### src/rtl/euler_fly_camera_update_core_defines.svh
// Assertion macros shared by the fly camera RTL.
// No dependencies; included by files that carry concurrent checks.
`ifndef EULER_FLY_CAMERA_UPDATE_CORE_DEFINES_SVH
`define EULER_FLY_CAMERA_UPDATE_CORE_DEFINES_SVH

// same-cycle implication, clocked on clk, off while rst_n is low
`define EFC_ASSERT_SAME(label, ante, cons, msg) \
    label: assert property (@(posedge clk) disable iff (!rst_n) (ante) |-> (cons)) \
        else $error(msg);

// next-cycle implication
`define EFC_ASSERT_NEXT(label, ante, cons, msg) \
    label: assert property (@(posedge clk) disable iff (!rst_n) (ante) |=> (cons)) \
        else $error(msg);

`endif

### src/rtl/efc_pkg.sv
// Shared types, codes and constants of the fly camera block.
// No dependencies; imported by every RTL module.
package efc_pkg;

    localparam int CORDIC_STEPS_DEF  = 16;
    localparam int VEC_FRAC_BITS_DEF = 14;
    localparam int TABLE_LEN         = 24;
    localparam int IDX_W             = 5;
    localparam int YAW_TURN          = 23040;
    localparam int PITCH_LIMIT       = 5696;
    localparam int HOME_Z            = 3 * 65536;

    // binary angle = t * 2^32 / 23040, split as t*Q + (R*t + RND) / 45
    localparam int MAP_Q    = 186413;
    localparam int MAP_R    = 23;
    localparam int MAP_RND  = 22;
    localparam int RECIP_M  = 2982617;  // ceil(2^27 / 45)
    localparam int RECIP_SH = 27;

    localparam logic signed [33:0] CORDIC_X0 = 34'sd652032874;

    typedef enum logic [1:0] {
        REQ_MOVE   = 2'd0,
        REQ_ROTATE = 2'd1,
        REQ_SET    = 2'd2,
        REQ_INIT   = 2'd3
    } req_t;

    typedef enum logic [1:0] {
        DIR_FWD   = 2'd0,
        DIR_RIGHT = 2'd1,
        DIR_BACK  = 2'd2,
        DIR_LEFT  = 2'd3
    } dir_t;

    localparam logic [1:0] REG_MOVE_SPEED  = 2'd0;
    localparam logic [1:0] REG_START_YAW   = 2'd1;
    localparam logic [1:0] REG_START_PITCH = 2'd2;

    typedef struct packed {
        logic [20:0]        move_speed;
        logic [14:0]        start_yaw;
        logic signed [13:0] start_pitch;
    } cfg_t;

    typedef struct packed {
        logic       accept;
        logic       cord_start;
        logic       cord_take;
        logic       mul;
        logic       acc;
        logic       is_move;
        logic [1:0] k;
        logic       load_out;
    } dp_cmd_t;

    typedef struct packed {
        logic cord_done;
    } dp_status_t;

    // arctan(2^-i), 2^32 per turn
    function automatic logic [31:0] atan_angle(input logic [IDX_W-1:0] i);
        logic [31:0] a;
        unique case (i)
            5'd0:    a = 32'd536870912;
            5'd1:    a = 32'd316933406;
            5'd2:    a = 32'd167458907;
            5'd3:    a = 32'd85004756;
            5'd4:    a = 32'd42667331;
            5'd5:    a = 32'd21354465;
            5'd6:    a = 32'd10679838;
            5'd7:    a = 32'd5340245;
            5'd8:    a = 32'd2670163;
            5'd9:    a = 32'd1335087;
            5'd10:   a = 32'd667544;
            5'd11:   a = 32'd333772;
            5'd12:   a = 32'd166886;
            5'd13:   a = 32'd83443;
            5'd14:   a = 32'd41722;
            5'd15:   a = 32'd20861;
            5'd16:   a = 32'd10430;
            5'd17:   a = 32'd5215;
            5'd18:   a = 32'd2608;
            5'd19:   a = 32'd1304;
            5'd20:   a = 32'd652;
            5'd21:   a = 32'd326;
            5'd22:   a = 32'd163;
            5'd23:   a = 32'd81;
            default: a = 32'd0;
        endcase
        return a;
    endfunction

endpackage

### src/rtl/efc_ctrl.sv
// Sequencer: input/output handshake and datapath command generation.
// Depends on efc_pkg and euler_fly_camera_update_core_defines.svh.
`include "euler_fly_camera_update_core_defines.svh"

module efc_ctrl (
    input  logic                clk,
    input  logic                rst_n,
    input  logic                in_valid,
    output logic                in_stall,
    input  logic [1:0]          req_type,
    output logic                out_valid,
    input  logic                out_stall,
    output efc_pkg::dp_cmd_t    cmd,
    input  efc_pkg::dp_status_t status
);
    import efc_pkg::*;

    typedef enum logic [5:0] {
        ST_START = 6'b000001,
        ST_IDLE  = 6'b000010,
        ST_CORD  = 6'b000100,
        ST_MUL   = 6'b001000,
        ST_ACC   = 6'b010000,
        ST_OUT   = 6'b100000
    } state_t;

    state_t     state_reg, state_next;
    logic       boot_reg, boot_next;
    logic [1:0] k_reg, k_next;
    logic       move_reg, move_next;
    logic       out_valid_reg, out_valid_next;
    logic       last_k;

    assign in_stall = (state_reg != ST_IDLE);
    assign last_k   = move_reg ? (k_reg == 2'd2) : (k_reg == 2'd3);

    always_comb
    begin
        state_next   = state_reg;
        boot_next    = boot_reg;
        k_next       = k_reg;
        move_next    = move_reg;
        cmd          = '0;
        cmd.k        = k_reg;
        cmd.is_move  = move_reg;
        unique case (state_reg)
            ST_START:
            begin
                cmd.cord_start = 1'b1;
                state_next     = ST_CORD;
            end
            ST_IDLE:
            begin
                if (in_valid)
                begin
                    cmd.accept = 1'b1;
                    k_next     = 2'd0;
                    unique case (req_t'(req_type))
                        REQ_MOVE:
                        begin
                            move_next  = 1'b1;
                            state_next = ST_MUL;
                        end
                        REQ_SET:  state_next = ST_OUT;
                        default:  state_next = ST_START;
                    endcase
                end
            end
            ST_CORD:
            begin
                if (status.cord_done)
                begin
                    cmd.cord_take = 1'b1;
                    k_next        = 2'd0;
                    move_next     = 1'b0;
                    state_next    = ST_MUL;
                end
            end
            ST_MUL:
            begin
                cmd.mul    = 1'b1;
                state_next = ST_ACC;
            end
            ST_ACC:
            begin
                cmd.acc = 1'b1;
                if (!last_k)
                begin
                    k_next     = k_reg + 2'd1;
                    state_next = ST_MUL;
                end
                else if (boot_reg)
                begin
                    boot_next  = 1'b0;
                    state_next = ST_IDLE;
                end
                else
                    state_next = ST_OUT;
            end
            ST_OUT:
            begin
                if (!out_valid_reg || !out_stall)
                begin
                    cmd.load_out = 1'b1;
                    state_next   = ST_IDLE;
                end
            end
            default: state_next = ST_IDLE;
        endcase

        if (cmd.load_out)
            out_valid_next = 1'b1;
        else if (!out_stall)
            out_valid_next = 1'b0;
        else
            out_valid_next = out_valid_reg;
    end

    always_ff @(posedge clk or negedge rst_n)
    begin
        if (!rst_n)
        begin
            state_reg     <= ST_START;
            boot_reg      <= 1'b1;
            k_reg         <= 2'd0;
            move_reg      <= 1'b0;
            out_valid_reg <= 1'b0;
        end
        else
        begin
            state_reg     <= state_next;
            boot_reg      <= boot_next;
            k_reg         <= k_next;
            move_reg      <= move_next;
            out_valid_reg <= out_valid_next;
        end
    end

    assign out_valid = out_valid_reg;

    `EFC_ASSERT_NEXT(a_busy_after_accept, cmd.accept, in_stall, "accepted without going busy")
    `EFC_ASSERT_SAME(a_done_in_cord, status.cord_done, state_reg == ST_CORD, "cordic done out of step")
    `EFC_ASSERT_SAME(a_move_k_range, state_reg == ST_MUL && move_reg, k_reg != 2'd3, "move index overrun")
    `EFC_ASSERT_SAME(a_out_from_out, $rose(out_valid_reg), $past(state_reg == ST_OUT), "result without OUT state")

endmodule

### config.mk
export PLATFORM = sky130hd
export DESIGN_NAME = efc_ctrl
export DESIGN_NICKNAME = d
export VERILOG_FILES = /design/src/rtl/efc_pkg.sv /design/src/rtl/efc_ctrl.sv
export VERILOG_INCLUDE_DIRS = /design/src /design/src/rtl
export SDC_FILE = /design/constraint.sdc
export NUM_CORES = 1
export LEC_CHECK = 0
export BUFFER_PORTS_ARGS = -buffer_cell sky130_fd_sc_hd__buf_2
export CAP_MARGIN = 20
export CORE_ASPECT_RATIO = 1.75
export CORE_MARGIN = 5
export CORE_UTILIZATION = 30
export CTS_BUF_LIST = sky130_fd_sc_hd__clkbuf_8
export CTS_CLUSTER_DIAMETER = 100
export DETAILED_ROUTE_END_ITERATION = 7
export HOLD_SLACK_MARGIN = 0.03
export PLACE_DENSITY = 0.5
export SLEW_MARGIN = 40
export SYNTH_ARGS = -nofsm -noshare
export SYNTH_HDL_FRONTEND = slang
export SYNTH_SLANG_ARGS = --single-unit
### constraint.sdc
create_clock -name clk -period 2 [get_ports clk]
set_clock_uncertainty 0.05 [all_clocks]
set_input_delay 0.1 -clock clk [delete_from_list [all_inputs] [get_ports clk]]
set_output_delay 0.1 -clock clk [all_outputs]
set_load 0.01 [all_outputs]
# Word-level counts from Yosys, hierarchy flattened
# Cells that the tools add are included.
word_totals:
  regBits: 11
  in_bits: 7
  out_inout_bits: 11
  word_cells: 59
op_classes:
  addsub: 1
  eq_ne: 16
  n_mux: 27
  reduce_logical: 10
ops:
  columns: ["op", "count"]
  rows:
  - ["$pmux W6 S6", 1]
  - ["$mux W6", 5]
  - ["$mux W1", 15]
  - ["$pmux W6 S2", 1]
  - ["$ne A2 B2 Y1 const B", 5]
  - ["$reduce_and A4 Y1", 2]
  - ["$eq A2 B2 Y1 const B", 3]
  - ["$eq A6 B1 Y1 const B", 1]
  - ["$eq A6 B2 Y1 const B", 1]
  - ["$eq A6 B3 Y1 const B", 1]
  - ["$eq A6 B4 Y1 const B", 1]
  - ["$eq A6 B5 Y1 const B", 1]
  - ["$eq A6 B6 Y1 const B", 1]
  - ["$mux W2", 3]
  - ["$ne A6 B2 Y1 const B", 1]
  - ["$pmux W2 S3", 1]
  - ["$reduce_and A3 Y1", 1]
  - ["$reduce_bool A3 Y1", 1]
  - ["$add A2 B1 Y2 const B", 1]
  - ["$logic_not A1 Y1", 2]
  - ["$logic_not A2 Y1", 1]
  - ["$ne A2 B1 Y1 const B", 1]
  - ["$pmux W1 S2", 1]
  - ["$reduce_and A2 Y1", 1]
  - ["other kinds (2)", 2]

# Depth between registers and ports, before layout
logic_depth:
  depth_word: 5
  mapped_depth: 6
  mapped_depth_nobuf: 5

# Worst setup path after synthesis
# No wires, ideal clock.
synth_timing:
  kind: "reg-to-reg"
  from: "register state_reg[2]"
  to: "register k_reg[0]"
  t_arrival_ns: 1.447
  setup_slack_ns: 0.375
  stages_incl_launch_ff: 6
  n_path_buf: 1
  cell_sequence: "dfrtp_1 > buf_2 > nor4_1 > nand4_1 > nand4_1 > mux2_1"
synth_via:
  elab_chain_cells: 3
synth_rtl:
  columns: ["element", "line", "rtl"]
  rows:
  - ["start: declaration", "efc_ctrl.sv:27", "state_t state_reg, state_next;"]
  - ["start signal: assignment", "efc_ctrl.sv:131", "state_reg <= state_next;"]
  - ["$eq A6 B5 Y1 (tied with other cells)", "efc_ctrl.sv:46", "unique case (state_reg)"]
  - ["$ne A2 B2 Y1 (no source line) / $reduce_bool A3 Y1 (equally long branches)", null, null]
  - ["$reduce_and A4 Y1 (no source line)", null, null]
  - ["end signal: assignment", "efc_ctrl.sv:133", "k_reg <= k_next;"]
  - ["end: declaration", "efc_ctrl.sv:29", "logic [1:0] k_reg, k_next;"]
# Parallel ways exist; a longest one is shown, timed or not.
# A chain may end at the register's enable or synchronous reset.

==> summary.md <==
| Metric | Value |
|---|---|
| Vias in the first global route | `roughly 670` |
| Pleak | `0.000434 uW` |
| CTS Buffer Depth | `2` |
| 1st-iter DRT viols | `19` |
| Skew-Pair Late Insertion Delay | `roughly 240 ps` |
| Post-Synth Simple-Gate Area | `between 30% and 40%` |
| Main synth FF type | `dfrtp_1` |
| Max-cap violations | `0` |
| Cell Rows | `23` |
| Storage element area | `approximately 280 sq um` |
| Antenna violations before repair | `0` |
| WP data required | `1850 ps` |
| Syn nets | `83` |
| Vias per cell | `5.14` |
| Total die area | `3560 sq um` |
| Worst-case reg-to-reg path depth | `4` |
| Mapped Area | `729 sq um` |
| RSZ-0062 raised after global routing | `no` |
| Setup Crit Path Kind | `reg -> out` |
| Min-Delay Path Class | `in -> reg` |
| Worst VDD drop | `0.000555 V` |
| Relative slew slack | `just under 70%` |
| Starting Density | `31.7%` |
| Critical Path End | `cmd[6]` |
| Die W | `47.3 microns` |
| CTS tree | `done` |
| Total Wirelength | `1.73 mm` |
| Area of the multi-input gates | `402 sq um` |
| Adder-Cell Fraction of Synth Area | `0%` |
| TritonRoute pass-1 iters | `4` |
| Synth Area in XOR/XNOR | `between 3 and 4%` |
| Tot Pwr | `931 uW` |
| CTS Buf Count | `3` |
| Clk root buf | `clkbuf_8` |
| Synth cell types | `37` |
| Slew Viols, Final | `0` |
| Main combinational cell family by area after synthesis | `simple AND/OR/NAND/NOR gates` |
| Yosys top cell by area | `dfrtp_1` |
| GPL Wtd Cong | `0.774` |
| Post-DP Area | `806 sq um` |
| Worst R2R End | `k_reg[0]` |
| Reg-to-reg critical path startpoint | `state_reg[2]` |
| Layout Area Growth over Synthesis | `19.9%` |
| Crit path time final | `1880 ps` |
| Setup_tns | `0 ps` |
| Multiplexer area fraction after synthesis | `2.92%` |
| DP HPWL | `1.36 mm` |
| # nets final | `101` |
| Pin count of the biggest net entering global routing | `13` |
| R2R setup slack | `240 ps` |
| Hold Vio Cnt, Final | `0` |
| Final period util | `a little over nine tenths` |
| # port buffers | `17` |
| Post-route cell area | `875 sq um` |
| Final setup violating endpoints | `0` |
| Slew @ Worst Pin | `between 400 and 500 ps` |
| I/O Pins | `18` |
| Async SR Flop Fraction | `100%` |
| H-tree depth | `1` |
| Clock Pin Slew Worst Setup and Hold Paths | `50 ps` |
| Total track usage | `between 10% and 20%` |
| Synthesized flop and latch total | `11` |
| Fmax | `532 MHz` |
| Layout cells sized above 1 | `34.4%` |
| Synthesized area per cell | `9.60 sq um` |
| Core area | `between 2000 and 2500 sq um` |
| Worst setup startpoint | `state_reg[4]` |
| Synth top area share | `a little over 30%` |
| Post-synth EDFFs | `0` |
| Max reg flops | `6` |
| Mapped Cells | `76` |
| Total inserted antenna cells | `0` |
| Filler cell count | `247` |
| Drt wl/cell | `between 10 and 15 microns` |
| Worst Path Max Fanout | `9` |
| Cell Pwr Density | `between 1000 and 1500 nW/um^2` |
| Post-route ant nets | `0` |
| Startpoint types | `flop` |
| Sequential cell area fraction in the yosys report | `38.1%` |
| Total grt overflow | `0` |
| Worst setup EP type | `output pin` |
| DRC | `0` |
| Synth top area cells | `dfrtp_1 (31%), dfstp_2 (7.2%), nor3b_2 (5.1%)` |
| Sink Count | `11` |
| Synth warnings | `0` |
| Status | `finished clean` |
| Die height | `75.2 microns` |
| First-pass GRT wire length | `2.99 mm` |
| Synth Area in Compound Gates | `11.5%` |
| Vias | `607` |
| Critical path arrival | `1730 ps` |
## area by class of cell
class / count / share of cell area, %
Inverter: 4 / 1.72
Tap cell: 25 / 3.58
Sequential cell: 11 / 31.9
Multi-Input combinational cell: 55 / 45.9
Clock inverter: 1 / 0.429
Timing Repair Buffer: 19 / 11.7
Clock buffer: 3 / 4.72
## cell usage in the layout, fill, tap and decap left out, types with 2 or more instances in the layout
cell type	instances
and3_1	2
a21oi_1	2
nor4_2	2
dfrtp_1	8
buf_2	17
dfstp_2	2
o21ai_0	2
nor3b_1	4
xor2_1	2
inv_1	5
nor4_1	2
nand4_1	2
nor2_1	6
nor3b_2	2
clkbuf_8	3
nor2b_1	2
and2_1	3
nand2_1	5
## per-stage QoR
stage               hold WS (ps)  cells  util (%)  setup slack (ps)
floorplan                   -246     76         -               375
global placement           -60.3    113      35.0               217
detailed placement         -61.3    113      35.0               252
CTS                         43.4    118      37.4              54.0
global route                56.8    118      38.0              30.1
finish                      47.6    118      38.0               122
## synth_stat cells (2+ instances only)
master / number
nor4_1: 3
nor3b_1: 4
nor3b_2: 3
buf_6: 2
buf_4: 2
nand2_1: 5
inv_1: 4
nand4_1: 2
dfrtp_1: 9
o21ai_0: 2
nor2b_1: 2
nor2_1: 6
and3_1: 2
and2_1: 3
buf_2: 2
xor2_1: 2
a21oi_1: 2
dfstp_2: 2
## cells by family (layout without fill, tap and decap cells)
| logic type | count (synthesis) | count (layout) |
|---|---|---|
| and+or+nand+nor | 39 | 39 |
| AOI/OAI and AO/OA | 11 | 11 |
| DFF | 11 | 11 |
| buffers and inverters | 10 | 27 |
| xor gates and xnor gates | 3 | 3 |
| muxes | 2 | 2 |
## critical path, cell delays in order (launching register included)
cell and delay (ps):
dfrtp_2 470, or4_4 520, nor3b_2 200, and2_1 170
buf_2 130
## power breakdown
group | internal, uW | switching, uW | total (uW)
Combinational | 187 | 192 | 379
Sequential | 263 | 73.0 | 336
Clock | 135 | 81.4 | 216
## metal layers
metal	share of wire, %	global-route usage, %
met1	39	12.5
met2	57	21.0
met3	1.3	2.87
met4	2.4	6.46
met5	0	0
## worst min path at each step
stage | slack [ps] | startpoint | endpoint | cells past startpoint
floorplan | -250 | rst_n | k_reg[0] | 0
finish | 50 | out_stall | out_valid | 3
global route | 60 | req_type[0] | state_reg[0] | 2
global placement | -60 | rst_n | move_reg | 1
detailed placement | -60 | rst_n | move_reg | 1
CTS | 40 | out_stall | out_valid | 3
## what timing repair did
action	in CTS	in global routing
hold buffers	1	0
hold endpoints to repair	11	0
setup buffers	0	0
resized for setup	0	3
setup endpoints to repair	0	3
(Power assumes the default switching activity.)
